$ cat config.mk
export PLATFORM = sky130hd
export DESIGN_NAME = drum_pad_peak_velocity
export DESIGN_NICKNAME = d
export VERILOG_FILES = /design/src/rtl/dppv_pkg.sv /design/src/rtl/dppv_ctrl.sv /design/src/rtl/dppv_dp.sv /design/src/rtl/drum_pad_peak_velocity.sv
export VERILOG_INCLUDE_DIRS = /design/src /design/src/rtl
export SDC_FILE = /design/constraint.sdc
export NUM_CORES = 1
export LEC_CHECK = 0
export BUFFER_PORTS_ARGS = -buffer_cell sky130_fd_sc_hd__buf_2
export CAP_MARGIN = 20
export CORE_ASPECT_RATIO = 0.5
export CORE_UTILIZATION = 30
export DETAILED_ROUTE_END_ITERATION = 10
export SLEW_MARGIN = 20
export SYNTH_ARGS = -nofsm -noshare
export SYNTH_HDL_FRONTEND = slang
export SYNTH_SLANG_ARGS = --single-unit
$ cat constraint.sdc
create_clock -name clk -period 8.53 [get_ports clk]
set_input_delay 0.853 -clock clk [delete_from_list [all_inputs] [get_ports clk]]
set_output_delay 0.853 -clock clk [all_outputs]
set_load 0.01 [all_outputs]
$ cat src/rtl/drum_pad_peak_velocity_defines.svh
// assertion macros shared by the drum pad velocity block
`ifndef DRUM_PAD_PEAK_VELOCITY_DEFINES_SVH
`define DRUM_PAD_PEAK_VELOCITY_DEFINES_SVH

// same-cycle implication, sampled on clk, off during reset
`define DPPV_ASSERT_NOW(label, ante, cons) \
	label: assert property (@(posedge clk) disable iff (!arst_n) (ante) |-> (cons)) \
		else $error("drum pad velocity check failed");

// next-cycle implication, sampled on clk, off during reset
`define DPPV_ASSERT_NEXT(label, ante, cons) \
	label: assert property (@(posedge clk) disable iff (!arst_n) (ante) |=> (cons)) \
		else $error("drum pad velocity check failed");

`endif

$ cat src/rtl/dppv_pkg.sv
// package: widths, codes and shared types of the drum pad velocity block
package dppv_pkg;

	localparam int SAMPLE_BITS   = 12;
	localparam int VEL_BITS      = 7;
	localparam int WIN_BITS      = 8;
	localparam int ELAPSED_BITS  = 9;
	localparam int REM_BITS      = SAMPLE_BITS + VEL_BITS;
	localparam int DIV_STEPS     = VEL_BITS;
	localparam int CNT_BITS      = $clog2(DIV_STEPS);
	localparam int IN_DATA_BITS  = ((SAMPLE_BITS + 1 + 7) / 8) * 8;
	localparam int OUT_DATA_BITS = ((VEL_BITS + 2 + 7) / 8) * 8;
	localparam int ADDR_BITS     = 4;
	localparam int APB_DATA_BITS = 32;

	typedef logic [SAMPLE_BITS-1:0]  sample_t;
	typedef logic [VEL_BITS-1:0]     vel_t;
	typedef logic [WIN_BITS-1:0]     win_t;
	typedef logic [ELAPSED_BITS-1:0] elapsed_t;

	localparam vel_t     VEL_MAX     = vel_t'(127);
	localparam vel_t     VEL_MIN     = vel_t'(1);
	localparam int       VEL_SPAN    = 126;
	localparam elapsed_t ELAPSED_MAX = {ELAPSED_BITS{1'b1}};

	localparam sample_t THRESHOLD_RESET = sample_t'(200);
	localparam sample_t UPPER_RESET     = sample_t'(3000);
	localparam win_t    WINDOW_RESET    = win_t'(5);
	localparam sample_t CEILING_RESET   = sample_t'(3750);

	typedef enum logic [1:0] {
		REG_TRIG_LEVEL,
		REG_FULL_LEVEL,
		REG_WINDOW_MS,
		REG_PEAK_CEILING
	} reg_idx_t;

	typedef enum logic [1:0] {
		ST_IDLE,
		ST_CALC,
		ST_DIV,
		ST_EMIT
	} state_t;

	typedef struct packed {
		sample_t trig_level;
		sample_t full_level;
		win_t    window_ms;
		sample_t peak_ceiling;
	} cfg_t;

	typedef struct packed {
		logic load;
		logic calc;
		logic div_step;
		logic emit;
	} dp_cmd_t;

	typedef struct packed {
		logic need_div;
		logic div_done;
		logic out_free;
	} dp_status_t;

endpackage

$ cat src/rtl/dppv_ctrl.sv
// controller: sequences load, evaluate, divide when a closing window needs it, and emit for each word
`include "drum_pad_peak_velocity_defines.svh"

module dppv_ctrl (
	input  logic                 clk,
	input  logic                 arst_n,
	input  logic                 s_tvalid,
	output logic                 s_tready,
	input  dppv_pkg::dp_status_t status,
	output dppv_pkg::dp_cmd_t    cmd
);
	import dppv_pkg::*;

	state_t state_q, state_d;

	always_ff @(posedge clk or negedge arst_n) begin
		if (!arst_n) begin
			state_q <= ST_IDLE;
		end else begin
			state_q <= state_d;
		end
	end

	always_comb begin
		state_d  = state_q;
		cmd      = '0;
		s_tready = 1'b0;
		unique case (state_q)
			ST_IDLE: begin
				s_tready = 1'b1;
				if (s_tvalid) begin
					cmd.load = 1'b1;
					state_d  = ST_CALC;
				end
			end
			ST_CALC: begin
				cmd.calc = 1'b1;
				state_d  = status.need_div ? ST_DIV : ST_EMIT;
			end
			ST_DIV: begin
				cmd.div_step = 1'b1;
				if (status.div_done) begin
					state_d = ST_EMIT;
				end
			end
			ST_EMIT: begin
				if (status.out_free) begin
					cmd.emit = 1'b1;
					state_d  = ST_IDLE;
				end
			end
		endcase
	end

	`DPPV_ASSERT_NOW(a_emit_only_when_free, cmd.emit, status.out_free)
	`DPPV_ASSERT_NEXT(a_calc_moves_on, state_q == ST_CALC,
		state_q == ST_DIV || state_q == ST_EMIT)
	`DPPV_ASSERT_NEXT(a_div_finishes, state_q == ST_DIV && status.div_done, state_q == ST_EMIT)

endmodule

$ cat src/rtl/dppv_dp.sv
// datapath: hit and window state, peak tracking, serial divider, output register
`include "drum_pad_peak_velocity_defines.svh"

module dppv_dp (
	input  logic                                clk,
	input  logic                                arst_n,
	input  dppv_pkg::cfg_t                      cfg,
	input  logic [dppv_pkg::IN_DATA_BITS-1:0]   s_tdata,
	input  dppv_pkg::dp_cmd_t                   cmd,
	output dppv_pkg::dp_status_t                status,
	output logic                                m_tvalid,
	input  logic                                m_tready,
	output logic [dppv_pkg::OUT_DATA_BITS-1:0]  m_tdata
);
	import dppv_pkg::*;

	localparam int OUT_PAD = OUT_DATA_BITS - VEL_BITS - 2;

	// registered input word
	sample_t sample_q;
	logic    tick_q;

	// pad state
	logic     capturing_q;
	sample_t  peak_q;
	elapsed_t elapsed_q;
	logic     last_hit_q;
	vel_t     held_q;
	logic     closed_q;
	logic     trig_q;

	// divider
	logic [REM_BITS-1:0] rem_q;
	sample_t             divisor_q;
	vel_t                quot_q;
	logic [CNT_BITS-1:0] cnt_q;

	// output register
	logic out_valid_q;
	vel_t out_vel_q;
	logic out_new_q;
	logic out_trig_q;

	logic                hit;
	logic                trig;
	logic                opening;
	logic                cap_now;
	elapsed_t            elapsed_n;
	sample_t             peak_base;
	sample_t             peak_n;
	logic                closing;
	logic                sat_high;
	logic                clamp_low;
	sample_t             span_num;
	logic [REM_BITS-1:0] scaled;
	logic [REM_BITS-1:0] div_shift;
	logic                div_ge;
	vel_t                quot_n;

	always_comb begin
		hit       = sample_q > cfg.trig_level;
		trig      = hit && !last_hit_q;
		opening   = hit && !capturing_q;
		cap_now   = capturing_q || hit;
		peak_base = opening ? '0 : peak_q;
		if (opening) begin
			elapsed_n = '0;
		end else if (capturing_q && tick_q && elapsed_q != ELAPSED_MAX) begin
			elapsed_n = elapsed_q + elapsed_t'(1);
		end else begin
			elapsed_n = elapsed_q;
		end
		if (cap_now && sample_q < cfg.peak_ceiling && sample_q > peak_base) begin
			peak_n = sample_q;
		end else begin
			peak_n = peak_base;
		end
		closing   = capturing_q && !hit && elapsed_n > {1'b0, cfg.window_ms};
		sat_high  = peak_n >= cfg.full_level || cfg.full_level <= cfg.trig_level;
		clamp_low = peak_n < cfg.trig_level;
		span_num  = peak_n - cfg.trig_level;
		// times 126 as a shift pair: x*128 - x*2
		scaled    = (REM_BITS'(span_num) << VEL_BITS) - (REM_BITS'(span_num) << 1);
		div_shift = REM_BITS'(divisor_q) << cnt_q;
		div_ge    = rem_q >= div_shift;
		quot_n    = {quot_q[VEL_BITS-2:0], div_ge};
	end

	assign status.need_div = closing && !sat_high && !clamp_low;
	assign status.div_done = cnt_q == '0;
	assign status.out_free = !out_valid_q || m_tready;

	always_ff @(posedge clk) begin
		if (cmd.load) begin
			sample_q <= s_tdata[SAMPLE_BITS-1:0];
			tick_q   <= s_tdata[SAMPLE_BITS];
		end
		if (cmd.calc) begin
			trig_q    <= trig;
			closed_q  <= closing;
			rem_q     <= scaled;
			divisor_q <= cfg.full_level - cfg.trig_level;
			quot_q    <= '0;
			cnt_q     <= CNT_BITS'(DIV_STEPS - 1);
		end
		if (cmd.div_step) begin
			// quotient stays below 128, so seven restoring steps suffice
			if (div_ge) begin
				rem_q <= rem_q - div_shift;
			end
			quot_q <= quot_n;
			cnt_q  <= cnt_q - CNT_BITS'(1);
		end
		if (cmd.emit) begin
			out_vel_q  <= held_q;
			out_new_q  <= closed_q;
			out_trig_q <= trig_q;
		end
	end

	always_ff @(posedge clk or negedge arst_n) begin
		if (!arst_n) begin
			capturing_q <= 1'b0;
			peak_q      <= '0;
			elapsed_q   <= '0;
			last_hit_q  <= 1'b0;
			held_q      <= '0;
			out_valid_q <= 1'b0;
		end else begin
			if (cmd.calc) begin
				last_hit_q <= hit;
				elapsed_q  <= elapsed_n;
				if (closing) begin
					capturing_q <= 1'b0;
					peak_q      <= '0;
					if (sat_high) begin
						held_q <= VEL_MAX;
					end else if (clamp_low) begin
						held_q <= VEL_MIN;
					end
				end else begin
					capturing_q <= cap_now;
					peak_q      <= peak_n;
				end
			end
			if (cmd.div_step && status.div_done) begin
				held_q <= quot_n + VEL_MIN;
			end
			if (cmd.emit) begin
				out_valid_q <= 1'b1;
			end else if (m_tready) begin
				out_valid_q <= 1'b0;
			end
		end
	end

	assign m_tvalid = out_valid_q;
	assign m_tdata  = {{OUT_PAD{1'b0}}, out_trig_q, out_new_q, out_vel_q};

	`DPPV_ASSERT_NEXT(a_close_ends_capture, cmd.calc && closing, !capturing_q)
	`DPPV_ASSERT_NEXT(a_div_result_nonzero, cmd.div_step && status.div_done, held_q != '0)
	`DPPV_ASSERT_NEXT(a_emit_sets_valid, cmd.emit, m_tvalid)

endmodule

$ cat src/rtl/drum_pad_peak_velocity.sv
// Piezo drum pad trigger with peak-hold velocity, top level with register port.
//
// Input channel s_*: one word per ADC sample, holding the sample and a flag
// that a millisecond boundary passed since the previous sample.
// Output channel m_*: one word per input word, holding the held velocity,
// a flag that a capture window closed on this sample, and the hit rising edge.
// APB port: threshold, upper limit, window length and peak ceiling at byte
// addresses 0, 4, 8 and 12; write only while no word is in flight.
// Each word is taken in the idle state, evaluated in the calc state, and
// placed in the output register in the emit state once the slot is free.
// When a window closes with a peak inside the mapping range, a 7-step
// restoring divider runs between evaluation and emit. The controller holds
// one word at a time and takes no new word until the last one is placed.
// Reset clears all pad state, the held velocity and the output valid flag,
// and loads the register defaults. A stalled receiver holds the output word;
// one further input word is taken and evaluated, then waits for a free slot.
`include "drum_pad_peak_velocity_defines.svh"

module drum_pad_peak_velocity (
	input  logic                                 clk,
	input  logic                                 arst_n,
	input  logic                                 s_tvalid,
	output logic                                 s_tready,
	// [11:0] sample, [12] ms_tick, upper bits zero
	input  logic [dppv_pkg::IN_DATA_BITS-1:0]    s_tdata,
	output logic                                 m_tvalid,
	input  logic                                 m_tready,
	// [6:0] velocity, [7] velocity_new, [8] triggered, upper bits zero
	output logic [dppv_pkg::OUT_DATA_BITS-1:0]   m_tdata,
	input  logic                                 psel,
	input  logic                                 penable,
	input  logic                                 pwrite,
	input  logic [dppv_pkg::ADDR_BITS-1:0]       paddr,
	input  logic [dppv_pkg::APB_DATA_BITS-1:0]   pwdata,
	output logic [dppv_pkg::APB_DATA_BITS-1:0]   prdata,
	output logic                                 pready
);
	import dppv_pkg::*;

	cfg_t       cfg_q;
	reg_idx_t   reg_idx;
	logic       cfg_write;
	dp_cmd_t    cmd;
	dp_status_t status;

	assign pready    = 1'b1;
	assign reg_idx   = reg_idx_t'(paddr[3:2]);
	assign cfg_write = psel && penable && pwrite && pready;

	always_ff @(posedge clk or negedge arst_n) begin
		if (!arst_n) begin
			cfg_q.trig_level   <= THRESHOLD_RESET;
			cfg_q.full_level   <= UPPER_RESET;
			cfg_q.window_ms    <= WINDOW_RESET;
			cfg_q.peak_ceiling <= CEILING_RESET;
		end else if (cfg_write) begin
			unique case (reg_idx)
				REG_TRIG_LEVEL:   cfg_q.trig_level   <= pwdata[SAMPLE_BITS-1:0];
				REG_FULL_LEVEL:   cfg_q.full_level   <= pwdata[SAMPLE_BITS-1:0];
				REG_WINDOW_MS:    cfg_q.window_ms    <= pwdata[WIN_BITS-1:0];
				REG_PEAK_CEILING: cfg_q.peak_ceiling <= pwdata[SAMPLE_BITS-1:0];
			endcase
		end
	end

	always_comb begin
		unique case (reg_idx)
			REG_TRIG_LEVEL:   prdata = APB_DATA_BITS'(cfg_q.trig_level);
			REG_FULL_LEVEL:   prdata = APB_DATA_BITS'(cfg_q.full_level);
			REG_WINDOW_MS:    prdata = APB_DATA_BITS'(cfg_q.window_ms);
			REG_PEAK_CEILING: prdata = APB_DATA_BITS'(cfg_q.peak_ceiling);
		endcase
	end

	dppv_ctrl u_ctrl (
		.clk      (clk),
		.arst_n   (arst_n),
		.s_tvalid (s_tvalid),
		.s_tready (s_tready),
		.status   (status),
		.cmd      (cmd)
	);

	dppv_dp u_dp (
		.clk      (clk),
		.arst_n   (arst_n),
		.cfg      (cfg_q),
		.s_tdata  (s_tdata),
		.cmd      (cmd),
		.status   (status),
		.m_tvalid (m_tvalid),
		.m_tready (m_tready),
		.m_tdata  (m_tdata)
	);

endmodule

==> out/results.tsv <==
metric	value	unit
outcome	completed	
delay-heaviest family, CP	compound AO/OA/AOI/OAI gates	
Final Setup Violations	0	
clock buffer depth	2	
Cell Area, Placed	0.01118	mm²
Area contributors post-synth	dfrtp_1 (14%), ha_1 (14%), edfxtp_1 (13%)	
pin count of the biggest net entering global routing	78	
register area share after synthesis	0.3508	
share of cells above drive strength 1	0.1437	
clock skew	0.005941	ns
hold_buf cts	0	
fin nets	1332	
RSZ-0062 raised after global routing	false	
Multi-input gate area	0.006232	mm²
IO Port Bufs	56	
Die W	266.5	µm
Post-synth EDFFs	45	
Rel. slew slack	0.4230	
WP data arrival	8.36	ns
core area	0.03375	mm²
Final Wtd Congestion	0.8787	
Final Cycle Share	0.9468	
dpl cells	1602	
fin crit period	8.076	ns
GR Overflow Total	0	
kind of critical path	flop to flop	
number of global-route vias before repair	8218	
startpoint class of the critical path	flop	
initial antenna violation count	0	
FF/Latch Area	0.003682	mm²
DRT Wirelength	26950	µm
die area	0.03579	mm²
gr usage total	0.1558	
Post-route DRC	0	
Post-synth top flop	dfrtp_1	
CTS tree	built	
Non-Filler Instances	1634	
ys async rst share	0.5461	
# resized after CTS	0	
vias after detailed routing	8296	
Initial Utilization	0.3110	
clk_lat worst skew	0.43	ns
I/O Pins	110	
Synth top area share	0.1383	
first-pass GRT wire length	43760	µm
WP buf/inv	3	
DR iter-0 viols	472	
final slew viol count	0	
Synth Register Bits	141	
Synth Area per Inst	9.439	µm²
antenna cells	0	
WP data required	8.81	ns
Post-CTS Setup Inserts	0	
Die Y	134.3	µm
post-DP HPWL	21260	µm
synth unique cells	82	
Layout Cell Area excl Fill	0.01175	mm²
post-synthesis cell count	1112	
CP max FO	25	
Max Cap Viol	0	
post-route worst setup slack	0.4539	ns
synth warn	0	
fmax	0.1238	GHz
Sink Count	141	
Slew @ Worst Pin	0.8654	ns
Worst Hold Class	flop to flop	
Layout Area Growth over Synthesis	11.92	%
Via density	5.077	
num rows	47	
setup_tns	0	ns
clock buffer count from CTS	17	
Avg WL per Cell	16.49	µm
drt pass-1 iters	5	
CTS root buf	clkbuf_16	
FILL cells	3441	
htree depth	4	
post-synth top area cell	dfrtp_1	
Clock transition at path regs	0.06	ns
slowest stage cell, crit path	o21ai_0	
CP Capture Type	flop	
Setup WS pre-CTS	0.4183	ns
CP peak stage delay	0.54	ns
Syn Std Cell Area	0.01050	mm²
DRT antenna net count	0	
final hold vios	0	
-- synthesized netlist by cell type, drive strengths merged (19+ instances only) --
cell type and n:
edfxtp 45, xor2 20, mux2 27, nand3 31, nor2 64, o21ai 86, buf 37, nand2 97
xnor2 32, nand4 19, dfxtp 19, dfrtp 58, clkbuf 29, mux2i 34, ha 114, a21oi 61
dfstp 19, inv 87
-- cell type report --
| cell class | instances | share of cell area |
|---|---|---|
| clock inverters | 8 | 0.004580 |
| well taps | 465 | 0.04953 |
| inverters | 88 | 0.02812 |
| repair buffers | 65 | 0.03014 |
| flip-flops and latches | 141 | 0.3135 |
| clock buffers | 24 | 0.04367 |
| multi-input cells | 843 | 0.5305 |
-- cells by family (layout without fill, tap and decap cells) --
kind of cell,count (synthesis),count (layout),synth area share
compound gates,289,289,0.1866
xor+xnor,52,52,0.04518
fa+ha+maj,117,117,0.1416
buf+inv,154,185,0.06616
flops,141,141,0.3508
mux,69,69,0.07856
other cells,2,28,0.0007155
simple gates,288,288,0.1304
-- per-layer routing --
metal | global-route usage | share of wire | vias to the layer above
li1 | - | - | 4063
met1 | 0.2017 | 0.46 | 4002
met2 | 0.2561 | 0.46 | 190
met3 | 0.02699 | 0.039 | 41
met4 | 0.06737 | 0.033 | 0
met5 | 0 | 0 | -
-- layout by cell type, fill, tap and decap left out, types with 8 or more instances in the layout --
master | synthesis | final
ha_1 | 114 | 113
nand2_1 | 97 | 97
inv_1 | 87 | 87
o21ai_0 | 76 | 76
nor2_1 | 64 | 64
a21oi_1 | 60 | 60
dfrtp_1 | 58 | 58
buf_2 | 3 | 55
edfxtp_1 | 45 | 45
mux2i_1 | 34 | 34
xnor2_1 | 32 | 32
nand3_1 | 31 | 31
conb_1 | 2 | 28
mux2_2 | 27 | 27
xor2_1 | 19 | 19
nand4_1 | 19 | 19
dfstp_2 | 19 | 19
dfxtp_1 | 19 | 19
nor2b_1 | 18 | 18
a21o_1 | 18 | 18
clkbuf_16 | 0 | 18
o21a_1 | 17 | 17
o211ai_1 | 13 | 13
a22o_1 | 13 | 13
and2_1 | 12 | 12
nand2b_1 | 10 | 10
a211oi_1 | 10 | 10
nor3_1 | 10 | 9
o21ai_1 | 9 | 9
buf_4 | 30 | 9
mux4_2 | 8 | 8
-- per-stage QoR --
| step | hold WS, ns | util |
|---|---|---|
| after global routing | 0.4403 | 0.3480 |
| final | 0.4302 | 0.3480 |
| after detailed placement | 0.4162 | 0.3311 |
| after global placement | 0.4091 | 0.3309 |
| after floorplan | 0.4003 | - |
| after CTS | 0.4313 | 0.3479 |
-- worst paths after layout --
path                       depth (start not counted)  slack (ns)                    endpoint                   from
max in group asynchronous                          1        7.57  u_dp.held_q[1]$_DFFE_PN0P_                 arst_n
min reg2reg                                        0        0.43   u_dp.out_trig_q$_DFFE_PP_  u_dp.trig_q$_DFFE_PP_
min                                                0        0.43   u_dp.out_trig_q$_DFFE_PP_  u_dp.trig_q$_DFFE_PP_
max                                               32        0.45      u_dp.rem_q[18]$_DFF_P_  cfg_q[43]$_DFFE_PN0P_
min in group asynchronous                          1        0.45        cfg_q[8]$_DFFE_PN0P_                 arst_n
max reg2reg                                       32        0.45      u_dp.rem_q[18]$_DFF_P_  cfg_q[43]$_DFFE_PN0P_
-- sequential cells by signal (all words and copies together), names as in the netlist --
name,cells
cfg_q,44
u_ctrl.state_q,2
u_dp.capturing_q,1
u_dp.closed_q,1
u_dp.cnt_q,3
u_dp.divisor_q,12
u_dp.elapsed_q,9
u_dp.held_q,7
u_dp.last_hit_q,1
u_dp.m_tvalid,1
u_dp.out_new_q,1
u_dp.out_trig_q,1
u_dp.out_vel_q,7
u_dp.peak_q,12
u_dp.quot_q,6
u_dp.rem_q,19
u_dp.sample_q,12
u_dp.tick_q,1
u_dp.trig_q,1
Power is left out: the tool's default activity adds up to more than one toggle a clock period on the data nets, which glitch-free logic cannot reach.
